===== config.mk =====
export PLATFORM = sky130hd
export DESIGN_NAME = line_path_stepper_unit
export DESIGN_NICKNAME = d
export VERILOG_FILES = /design/src/design/lps_pkg.sv /design/src/design/lps_step.sv /design/src/design/lps_obuf.sv /design/src/design/line_path_stepper_unit.sv
export VERILOG_INCLUDE_DIRS = /design/src /design/src/design
export SDC_FILE = /design/constraint.sdc
export NUM_CORES = 1
export LEC_CHECK = 0
export ABC_AREA = 1
export BUFFER_PORTS_ARGS = -buffer_cell sky130_fd_sc_hd__buf_2
export CAP_MARGIN = 0
export CORE_ASPECT_RATIO = 0.8
export CORE_MARGIN = 2
export CORE_UTILIZATION = 35
export DETAILED_ROUTE_END_ITERATION = 10
export GPL_TIMING_DRIVEN = 0
export MAX_ROUTING_LAYER = met4
export SYNTH_ARGS = -nofsm -noshare
export SYNTH_HDL_FRONTEND = slang
export SYNTH_SLANG_ARGS = --single-unit

===== constraint.sdc =====
create_clock -name clk -period 13.4 [get_ports clk]
set_clock_uncertainty 0.2 [all_clocks]
set_input_delay 1.34 -clock clk [delete_from_list [all_inputs] [get_ports clk]]
set_output_delay 1.34 -clock clk [all_outputs]
set_load 0.02 [all_outputs]

===== src/design/assert_macros.svh =====
// Assertion macros shared by the line path stepper RTL.
// Included by the top level; no other dependencies.
`ifndef ASSERT_MACROS_SVH
`define ASSERT_MACROS_SVH

// Same-cycle implication, disabled while reset is asserted.
`define LPS_ASSERT_NOW(label, clk, rst_n, ante, cons) \
  label: assert property (@(posedge clk) disable iff (!rst_n) (ante) |-> (cons)) \
    else $error("line path stepper check failed");

// Next-cycle implication, disabled while reset is asserted.
`define LPS_ASSERT_NEXT(label, clk, rst_n, ante, cons) \
  label: assert property (@(posedge clk) disable iff (!rst_n) (ante) |=> (cons)) \
    else $error("line path stepper check failed");

`endif


===== src/design/lps_pkg.sv =====
// Shared types and constants for the line path stepper.
// No dependencies.
package lps_pkg;

  // Tile coordinates are reported masked to this many bits.
  localparam int TILE_BITS = 9;

  // Beat kind carried on in_tuser.
  typedef enum logic [0:0] {
    MODE_LOAD = 1'b0,
    MODE_TICK = 1'b1
  } lps_mode_e;

endpackage


===== src/design/lps_step.sv =====
// Next-state logic of the line stepper: load a new line or advance one tick.
// Depends on lps_pkg.
module lps_step
  import lps_pkg::*;
#(
  parameter int COORD_BITS = 12
) (
  input  lps_mode_e                      mode,
  input  logic [COORD_BITS-1:0]          src_x,
  input  logic [COORD_BITS-1:0]          src_y,
  input  logic [COORD_BITS-1:0]          dst_x,
  input  logic [COORD_BITS-1:0]          dst_y,
  input  logic [COORD_BITS-1:0]          cur_x_r,
  input  logic [COORD_BITS-1:0]          cur_y_r,
  input  logic [COORD_BITS-1:0]          goal_x_r,
  input  logic [COORD_BITS-1:0]          goal_y_r,
  input  logic signed [COORD_BITS+1:0]   remain_x_r,
  input  logic signed [COORD_BITS+1:0]   remain_y_r,
  input  logic signed [COORD_BITS+3:0]   step_error_r,
  input  logic                           major_is_y_r,
  output logic [COORD_BITS-1:0]          cur_x_nxt,
  output logic [COORD_BITS-1:0]          cur_y_nxt,
  output logic [COORD_BITS-1:0]          goal_x_nxt,
  output logic [COORD_BITS-1:0]          goal_y_nxt,
  output logic signed [COORD_BITS+1:0]   remain_x_nxt,
  output logic signed [COORD_BITS+1:0]   remain_y_nxt,
  output logic signed [COORD_BITS+3:0]   step_error_nxt,
  output logic                           major_is_y_nxt,
  output logic                           arrived
);

  localparam int RB = COORD_BITS + 2;
  localparam int EB = COORD_BITS + 4;

  function automatic logic [COORD_BITS-1:0] step_toward(
    input logic [COORD_BITS-1:0] pos,
    input logic [COORD_BITS-1:0] goal
  );
    logic [COORD_BITS-1:0] res;
    if (pos < goal) begin
      res = pos + COORD_BITS'(1);
    end else if (pos > goal) begin
      res = pos - COORD_BITS'(1);
    end else begin
      res = pos;
    end
    return res;
  endfunction

  logic [COORD_BITS-1:0] ax, ay;
  logic [EB-1:0]         ax_e, ay_e;
  logic [RB:0]           remain_sum;
  logic                  at_goal;
  logic [EB-1:0]         rx_e, ry_e, err_add, err_new;
  logic                  minor_step;

  always_comb begin
    ax = (src_x > dst_x) ? (src_x - dst_x) : (dst_x - src_x);
    ay = (src_y > dst_y) ? (src_y - dst_y) : (dst_y - src_y);
    ax_e = EB'(ax);
    ay_e = EB'(ay);

    remain_sum = {remain_x_r[RB-1], remain_x_r} + {remain_y_r[RB-1], remain_y_r};
    at_goal    = remain_sum[RB] || (remain_sum == '0);

    rx_e = {{2{remain_x_r[RB-1]}}, remain_x_r};
    ry_e = {{2{remain_y_r[RB-1]}}, remain_y_r};

    // Error term: add twice the minor delta, less twice the major one after a minor step.
    if (!major_is_y_r) begin
      err_add = step_error_r[EB-1] ? (ry_e << 1) : ((ry_e - rx_e) << 1);
    end else begin
      err_add = step_error_r[EB-1] ? (rx_e << 1) : ((rx_e - ry_e) << 1);
    end
    err_new    = step_error_r + err_add;
    minor_step = !err_new[EB-1];

    cur_x_nxt      = cur_x_r;
    cur_y_nxt      = cur_y_r;
    goal_x_nxt     = goal_x_r;
    goal_y_nxt     = goal_y_r;
    remain_x_nxt   = remain_x_r;
    remain_y_nxt   = remain_y_r;
    step_error_nxt = step_error_r;
    major_is_y_nxt = major_is_y_r;
    arrived        = 1'b0;

    unique case (mode)
      MODE_LOAD: begin
        cur_x_nxt      = src_x;
        cur_y_nxt      = src_y;
        goal_x_nxt     = dst_x;
        goal_y_nxt     = dst_y;
        remain_x_nxt   = RB'(ax);
        remain_y_nxt   = RB'(ay);
        major_is_y_nxt = (ax < ay);
        if (ax < ay) begin
          step_error_nxt = (ax_e << 1) - ay_e;
        end else if (ay < ax) begin
          step_error_nxt = (ay_e << 1) - ax_e;
        end else begin
          step_error_nxt = '0;
        end
        arrived = (ax == '0) && (ay == '0);
      end
      MODE_TICK: begin
        if (at_goal) begin
          arrived = 1'b1;
        end else begin
          step_error_nxt = err_new;
          if (!major_is_y_r) begin
            remain_x_nxt = remain_x_r - RB'(1);
            cur_x_nxt    = step_toward(cur_x_r, goal_x_r);
            if (minor_step) begin
              remain_y_nxt = remain_y_r - RB'(1);
              cur_y_nxt    = step_toward(cur_y_r, goal_y_r);
            end
          end else begin
            remain_y_nxt = remain_y_r - RB'(1);
            cur_y_nxt    = step_toward(cur_y_r, goal_y_r);
            if (minor_step) begin
              remain_x_nxt = remain_x_r - RB'(1);
              cur_x_nxt    = step_toward(cur_x_r, goal_x_r);
            end
          end
        end
      end
      default: begin
        arrived = 1'b0;
      end
    endcase
  end

endmodule


===== src/design/lps_obuf.sv =====
// Two-entry result buffer: output register plus skid register.
// No dependencies.
module lps_obuf #(
  parameter int WIDTH = 48
) (
  input  logic             clk,
  input  logic             rst_n,
  input  logic             push,
  input  logic [WIDTH-1:0] push_data,
  output logic             can_push,
  output logic             out_valid,
  input  logic             out_ready,
  output logic [WIDTH-1:0] out_data
);

  logic             main_valid_r, main_valid_nxt;
  logic             skid_valid_r, skid_valid_nxt;
  logic [WIDTH-1:0] main_data_r, main_data_nxt;
  logic [WIDTH-1:0] skid_data_r, skid_data_nxt;
  logic             main_free;

  assign can_push  = !skid_valid_r;
  assign out_valid = main_valid_r;
  assign out_data  = main_data_r;
  assign main_free = !main_valid_r || out_ready;

  always_comb begin
    main_valid_nxt = main_valid_r;
    main_data_nxt  = main_data_r;
    skid_valid_nxt = skid_valid_r;
    skid_data_nxt  = skid_data_r;
    if (main_free) begin
      // Refill the output register, oldest beat first.
      if (skid_valid_r) begin
        main_valid_nxt = 1'b1;
        main_data_nxt  = skid_data_r;
        skid_valid_nxt = 1'b0;
      end else begin
        main_valid_nxt = push;
        main_data_nxt  = push_data;
      end
    end else if (push) begin
      skid_valid_nxt = 1'b1;
      skid_data_nxt  = push_data;
    end
  end

  always_ff @(posedge clk) begin
    if (!rst_n) begin
      main_valid_r <= 1'b0;
      skid_valid_r <= 1'b0;
    end else begin
      main_valid_r <= main_valid_nxt;
      skid_valid_r <= skid_valid_nxt;
    end
  end

  always_ff @(posedge clk) begin
    main_data_r <= main_data_nxt;
    skid_data_r <= skid_data_nxt;
  end

endmodule


===== src/design/line_path_stepper_unit.sv =====
// Top level of the line path stepper: state registers, tile divide, result buffer.
// Depends on lps_pkg, lps_step, lps_obuf and assert_macros.svh.
//
//  channel | direction | tdata                          | tuser
//  --------+-----------+--------------------------------+------------------
//  in_*    | slave     | src_x, src_y, dst_x, dst_y     | mode (load/tick)
//  out_*   | master    | pos_x, pos_y, tile_x, tile_y,  | none
//          |           | arrived                        |
//
// Flow: one beat per clock in both directions while neither side stalls; each result is
// registered as its input beat is taken. The line state and the result register are
// updated in the same edge, so a tick depends only on state left by the previous beat.
// Reset: rst_n (synchronous) clears the line state to zero and empties the buffer.
// Stalls: an output register and a skid register hold up to two results; in_tready drops
// only when both are full, so one more beat is taken while a result waits.
`include "assert_macros.svh"

module line_path_stepper_unit
  import lps_pkg::*;
#(
  parameter int SUBTILE    = 15,
  parameter int COORD_BITS = 12
) (
  input  logic clk,
  input  logic rst_n,

  input  logic                                   in_tvalid,
  output logic                                   in_tready,
  // src_x, src_y, dst_x, dst_y from bit 0 up, zero padding to a whole byte
  input  logic [((4*COORD_BITS+7)/8)*8-1:0]      in_tdata,
  // mode
  input  logic                                   in_tuser,

  output logic                                   out_tvalid,
  input  logic                                   out_tready,
  // pos_x, pos_y, tile_x, tile_y, arrived from bit 0 up, zero padding to a whole byte
  output logic [((2*COORD_BITS+2*9+1+7)/8)*8-1:0] out_tdata
);

  localparam int RB      = COORD_BITS + 2;
  localparam int EB      = COORD_BITS + 4;
  localparam int RES_W   = 2 * COORD_BITS + 2 * TILE_BITS + 1;
  localparam int OUT_W   = ((2 * COORD_BITS + 2 * 9 + 1 + 7) / 8) * 8;
  // Reciprocal for the divide by SUBTILE: rounded up, exact for every coordinate.
  localparam int     SHIFT   = COORD_BITS + 7;
  localparam int     RECIP_W = SHIFT + 1;
  localparam longint RECIP_L = ((longint'(1) << SHIFT) + SUBTILE - 1) / SUBTILE;
  localparam logic [RECIP_W-1:0] RECIP = RECIP_W'(RECIP_L);
  localparam int     PROD_W  = COORD_BITS + RECIP_W;

  logic in_acc;

  // Input fields
  logic [COORD_BITS-1:0] src_x, src_y, dst_x, dst_y;
  lps_mode_e             mode;

  // Line state
  logic [COORD_BITS-1:0] cur_x_r, cur_y_r, goal_x_r, goal_y_r;
  logic [COORD_BITS-1:0] cur_x_nxt, cur_y_nxt, goal_x_nxt, goal_y_nxt;
  logic signed [RB-1:0]  remain_x_r, remain_y_r, remain_x_nxt, remain_y_nxt;
  logic signed [EB-1:0]  step_error_r, step_error_nxt;
  logic                  major_is_y_r, major_is_y_nxt;
  logic                  arrived;

  // Result
  logic [PROD_W-1:0]     prod_x, prod_y;
  logic [TILE_BITS-1:0]  tile_x, tile_y;
  logic [OUT_W-1:0]      res_data;
  logic                  buf_can_push;

  // Beat classes watched by the checks below
  logic                  load_acc, hold_tick;

  assign src_x = in_tdata[0*COORD_BITS +: COORD_BITS];
  assign src_y = in_tdata[1*COORD_BITS +: COORD_BITS];
  assign dst_x = in_tdata[2*COORD_BITS +: COORD_BITS];
  assign dst_y = in_tdata[3*COORD_BITS +: COORD_BITS];
  assign mode  = lps_mode_e'(in_tuser);

  assign in_tready = buf_can_push;
  assign in_acc    = in_tvalid && in_tready;

  lps_step #(
    .COORD_BITS (COORD_BITS)
  ) u_step (
    .mode           (mode),
    .src_x          (src_x),
    .src_y          (src_y),
    .dst_x          (dst_x),
    .dst_y          (dst_y),
    .cur_x_r        (cur_x_r),
    .cur_y_r        (cur_y_r),
    .goal_x_r       (goal_x_r),
    .goal_y_r       (goal_y_r),
    .remain_x_r     (remain_x_r),
    .remain_y_r     (remain_y_r),
    .step_error_r   (step_error_r),
    .major_is_y_r   (major_is_y_r),
    .cur_x_nxt      (cur_x_nxt),
    .cur_y_nxt      (cur_y_nxt),
    .goal_x_nxt     (goal_x_nxt),
    .goal_y_nxt     (goal_y_nxt),
    .remain_x_nxt   (remain_x_nxt),
    .remain_y_nxt   (remain_y_nxt),
    .step_error_nxt (step_error_nxt),
    .major_is_y_nxt (major_is_y_nxt),
    .arrived        (arrived)
  );

  // Hold the line state; advance it on every accepted beat.
  always_ff @(posedge clk) begin
    if (!rst_n) begin
      cur_x_r      <= '0;
      cur_y_r      <= '0;
      goal_x_r     <= '0;
      goal_y_r     <= '0;
      remain_x_r   <= '0;
      remain_y_r   <= '0;
      step_error_r <= '0;
      major_is_y_r <= 1'b0;
    end else if (in_acc) begin
      cur_x_r      <= cur_x_nxt;
      cur_y_r      <= cur_y_nxt;
      goal_x_r     <= goal_x_nxt;
      goal_y_r     <= goal_y_nxt;
      remain_x_r   <= remain_x_nxt;
      remain_y_r   <= remain_y_nxt;
      step_error_r <= step_error_nxt;
      major_is_y_r <= major_is_y_nxt;
    end
  end

  // Tile = position / SUBTILE via multiply by the rounded-up reciprocal, then shift.
  assign prod_x = PROD_W'(cur_x_nxt) * PROD_W'(RECIP);
  assign prod_y = PROD_W'(cur_y_nxt) * PROD_W'(RECIP);
  assign tile_x = prod_x[SHIFT +: TILE_BITS];
  assign tile_y = prod_y[SHIFT +: TILE_BITS];

  assign res_data = OUT_W'({arrived, tile_y, tile_x, cur_y_nxt, cur_x_nxt});

  lps_obuf #(
    .WIDTH (OUT_W)
  ) u_obuf (
    .clk       (clk),
    .rst_n     (rst_n),
    .push      (in_acc),
    .push_data (res_data),
    .can_push  (buf_can_push),
    .out_valid (out_tvalid),
    .out_ready (out_tready),
    .out_data  (out_tdata)
  );

  assign load_acc  = in_acc && (mode == MODE_LOAD);
  assign hold_tick = in_acc && (mode == MODE_TICK) && arrived;

  // A load places the position at the source.
  `LPS_ASSERT_NEXT(a_load_sets_pos, clk, rst_n, load_acc, {cur_y_r, cur_x_r} == $past({src_y, src_x}))
  // A tick that reports arrival leaves the position where it was.
  `LPS_ASSERT_NEXT(a_arrived_holds, clk, rst_n, hold_tick, $stable({cur_y_r, cur_x_r}))
  // Input back-pressure only while a result is on offer.
  `LPS_ASSERT_NOW(a_stall_has_beat, clk, rst_n, !in_tready, out_tvalid)
  // Every accepted beat leaves a result to deliver.
  `LPS_ASSERT_NEXT(a_accept_gives_beat, clk, rst_n, in_acc, out_tvalid)

  // Result width check on every accepted beat: the packed result fits the port.
  localparam int RES_SPARE = OUT_W - RES_W;
  `LPS_ASSERT_NOW(a_res_fits, clk, rst_n, in_acc, RES_SPARE >= 0)

endmodule


==> results.sh <==
export IMPL_drive_gt1_share_pct=8.95
export IMPL_p_leak_nw=10.4
export IMPL_critPathMaxStageDelay_ps=1080
export IMPL_tightest_slew_ps=1420
export IMPL_hpwl_um=52900
export IMPL_detail_route_antenna_nets=0
export IMPL_synth_cell_types=69
export IMPL_ir_worst_vdd_uv=112
export IMPL_clock_fmax_mhz=101
export IMPL_core_rowCount=76
export IMPL_netSwitchingFraction_pct=55.4
export IMPL_cts_hold_buffers_added=0
export IMPL_synth_main_ff_cell="dfxtp_1"
export IMPL_die_area_um2=56800
export IMPL_p_switching_mw=2.69
export IMPL_portBuffers=96
export IMPL_die_w_um=266
export IMPL_synth_area_per_cell_um2=7.20
export IMPL_synth_seq_cells=180
export IMPL_clk_latency_ps=470
export IMPL_path_clk_slew_ps=80
export IMPL_grt_ovfl_total=0
export IMPL_powerDensity_nw_per_um2=229
export IMPL_die_h_um=214
export IMPL_setup_viol=0
export IMPL_slowest_stage="o21ai_0"
export IMPL_internal_power_mw=2.16
export IMPL_async_reset_ff_share_pct=0
export IMPL_root_buffer="clkbuf_16"
export IMPL_p_clk_share_pct=9.9
export IMPL_synth_edf_count=86
export IMPL_rrSetupSlack_ps=3460
export IMPL_r2r_cells=40
export IMPL_floorplan_initialDensity_pct=35.5
export IMPL_cts_max_level=4
export IMPL_slew_headroom_pct=4.23
export IMPL_setup_tns_ps=0
export IMPL_route_vias_total=18600
export IMPL_drt_pass1_iter_count=6
export IMPL_critPathLaunchType="flop"
export IMPL_wl_um=64000
export IMPL_status="finished clean"
export IMPL_r2r_end="u_obuf.skid_data_r[31]"
export IMPL_cp_common_cell="nand2_1"
export IMPL_cp_data_required_time_ps=13420
export IMPL_cts_buffers=17
export IMPL_drc=0
export IMPL_grt_max_degree=36
export IMPL_cts_sinks=180
export IMPL_critPathCaptureType="flop"
export IMPL_syn_area_um2=19200
export IMPL_syn_inst=2670
export IMPL_areaGrowthSynthToFinish_pct=10.2
export IMPL_pwr_share_seq_pct=16.8
export IMPL_wl_met3_um=6290
export IMPL_coreArea_um2=54100
export IMPL_ys_warnings_count=0
export IMPL_period_needed_ps=9940
export IMPL_hold_start="step_error_r[4]"
export IMPL_worstPathArrival_ps=9960
export IMPL_met1Wirelength_um=33700
export IMPL_routed_wl_met2_um=23700
export IMPL_worstReg2RegStart="remain_x_r[2]"
export IMPL_routedWlPerCell_um=18.2
export IMPL_min_path_type="reg2reg"
export IMPL_cts_tree="yes"
export IMPL_finalCritPeriodShare_pct=74.2
export IMPL_cts_repair_resized=0
export IMPL_place_congestion=0.960
export IMPL_min_to="step_error_r[4]"
export IMPL_combPwrFrac_pct=73.3
export IMPL_hold_violations=0
export IMPL_crit_type="reg2reg"
export IMPL_ys_seq_area_share_pct=23.2
export IMPL_clk_path_buf_depth=2
export IMPL_rsz0062_at_grt="false"
export IMPL_n_fill_cell=5717
export IMPL_grt_pass1_wl_um=97000
export IMPL_finalPower_mw=4.85
export IMPL_io_pins=103
export IMPL_num_nets_final=3148
export IMPL_highest_layer="met4"
export IMPL_drtIter0Drc=2201
export IMPL_holdPathStages=2
export IMPL_post_cts_setup_buffer_count=0
export IMPL_track_usage_pct=22.9
export IMPL_slew_violations=0
export IMPL_crit_fanout=10
export IMPL_antenna_found_initial=3
export IMPL_vias_per_cell=5.30
export IMPL_max_cap_violations=0
export IMPL_grt_pass1_vias=16100
[critical path: cells and delay by family, from the launching register on]
family                     cells  cell delay [ps]
DFF                            1              480
AOI/OAI and AO/OA             12             3900
and+or+nand+nor               15             2040
xor gates and xnor gates       2              300
buffers and inverters          5              500
adders and majority gates      6             2250
[power groups by stage]
stage          clock, mW  sequential [mW]  combinational [mW]
6_report           0.478            0.817                3.55
5_1_grt            0.505            0.827                3.98
4_1_cts            0.483            0.815                3.50
3_5_place_dp           0            0.825                3.47
3_3_place_gp           0            0.829                3.47
2_1_floorplan          0            0.850                2.49
[synthesized netlist by cell type, types with 5 or more instances]
cell type	n	area (um^2)
nand3b_1	7	52.6
ha_1	267	3340
nand4_1	27	169
and2_1	13	81.3
nor3_1	44	220
nor2_4	6	67.6
a221oi_1	6	52.6
inv_2	21	78.8
clkbuf_1	47	176
nand2_1	525	1970
o31ai_1	5	37.5
xor2_1	78	683
o211ai_1	11	82.6
o221ai_1	6	52.6
nand2_2	12	75.1
xnor2_1	8	70.1
dfxtp_1	94	1880
buf_6	9	101
o21bai_1	13	97.6
o21ai_2	6	52.6
o21ai_0	200	1000
nor2_1	167	627
inv_1	398	1490
nand3_2	12	120
a211oi_1	17	128
nor4_1	11	68.8
fa_1	37	741
a31oi_1	32	200
buf_2	10	50.1
o21a_1	5	37.5
a21oi_1	242	1210
edfxtp_1	86	2580
nor2_2	10	62.6
a21oi_2	7	61.3
o21ai_1	19	95.1
mux2i_1	6	60.1
o22ai_1	32	200
nand2_4	9	101
nand3_1	107	536
a21o_1	10	75.1
buf_4	8	60.1
[layout make-up]
cell class	instances	area, um^2	share of cell area, %
multi-input combinational	1995	12800	60.3
buffer	77	399	1.88
inverter	422	1600	7.55
sequential	180	4460	21.1
clock inverter	12	81.3	0.384
clock buffer	20	447	2.11
tap	702	878	4.15
timing repair buffer	98	528	2.49
antenna	1	2.50	0.0118
[placed cells by master, fill, tap and decap left out, types with 7 or more instances in the layout]
cell type,synthesis,final
nand2_4,9,9
nand2_2,12,12
inv_2,21,22
fa_1,37,37
nor3_1,44,44
buf_2,10,106
a21oi_2,7,7
o22ai_1,32,32
xor2_1,78,78
buf_4,8,8
nand4_1,27,27
a21oi_1,242,242
and2_1,13,13
clkbuf_1,47,49
nand3b_1,7,7
buf_6,9,9
nor2_4,6,7
nand3_1,107,107
clkbuf_16,0,17
o21bai_1,13,13
edfxtp_1,86,86
xnor2_1,8,8
nand2_1,525,525
a21o_1,10,10
o21ai_1,19,20
ha_1,267,267
nand3_2,12,12
nor2_1,167,166
a211oi_1,17,17
o211ai_1,11,11
nor4_1,11,11
o21ai_0,200,199
inv_1,398,397
dfxtp_1,94,94
nor2_2,10,10
a31oi_1,32,32
[routing by layer]
| layer | up-vias | track usage, % |
|---|---|---|
| li1 | 9203 | - |
| met2 | 717 | 29.1 |
| met3 | 20 | 4.49 |
| met1 | 8637 | 37.1 |
| met5 | - | - |
| met4 | 0 | 2.46 |
[state kept, by name, indices dropped and copies added, names as in the netlist, 12 cells and up]
signal              cells
u_obuf.skid_data_r     43
u_obuf.out_data        43
goal_y_r               12
cur_x_r                12
remain_x_r             14
remain_y_r             14
step_error_r           15
cur_y_r                12
goal_x_r               12
[per-stage QoR]
stage	hold slack (ps)	worst slack, ps	cell area, um^2	instances	util, %
after floorplan	247	5880	19200	2674	-
after global placement	266	3750	20600	3472	38.1
after detailed placement	268	3740	20700	3474	38.2
after CTS	277	3660	21200	3506	39.2
after global routing	294	2660	21200	3507	39.2
final	273	3460	21200	3507	39.2
[cells by family after synthesis]
| kind of cell | synth area share [%] |
|---|---|
| XOR/XNOR | 4.00 |
| flip-flops | 23.2 |
| buffers and inverters | 10.4 |
| adder cells (fa/ha/maj) | 21.2 |
| other | 0.0195 |
| multiplexers | 0.312 |
| AO/OA/AOI/OAI | 18.7 |
| AND/OR/NAND/NOR | 22.1 |
[how the worst max path moves through the flow]
stage | startpoint | endpoint | slack, ps
4_1_cts | remain_x_r[2] | u_obuf.skid_data_r[31] | 3660
2_1_floorplan | remain_x_r[2] | u_obuf.skid_data_r[40] | 5880
5_1_grt | remain_x_r[2] | u_obuf.skid_data_r[31] | 2660
3_5_place_dp | remain_x_r[2] | u_obuf.skid_data_r[31] | 3740
6_report | remain_x_r[2] | u_obuf.skid_data_r[31] | 3460
3_3_place_gp | remain_x_r[2] | u_obuf.skid_data_r[31] | 3750
Power figures use the tool's default switching activity.
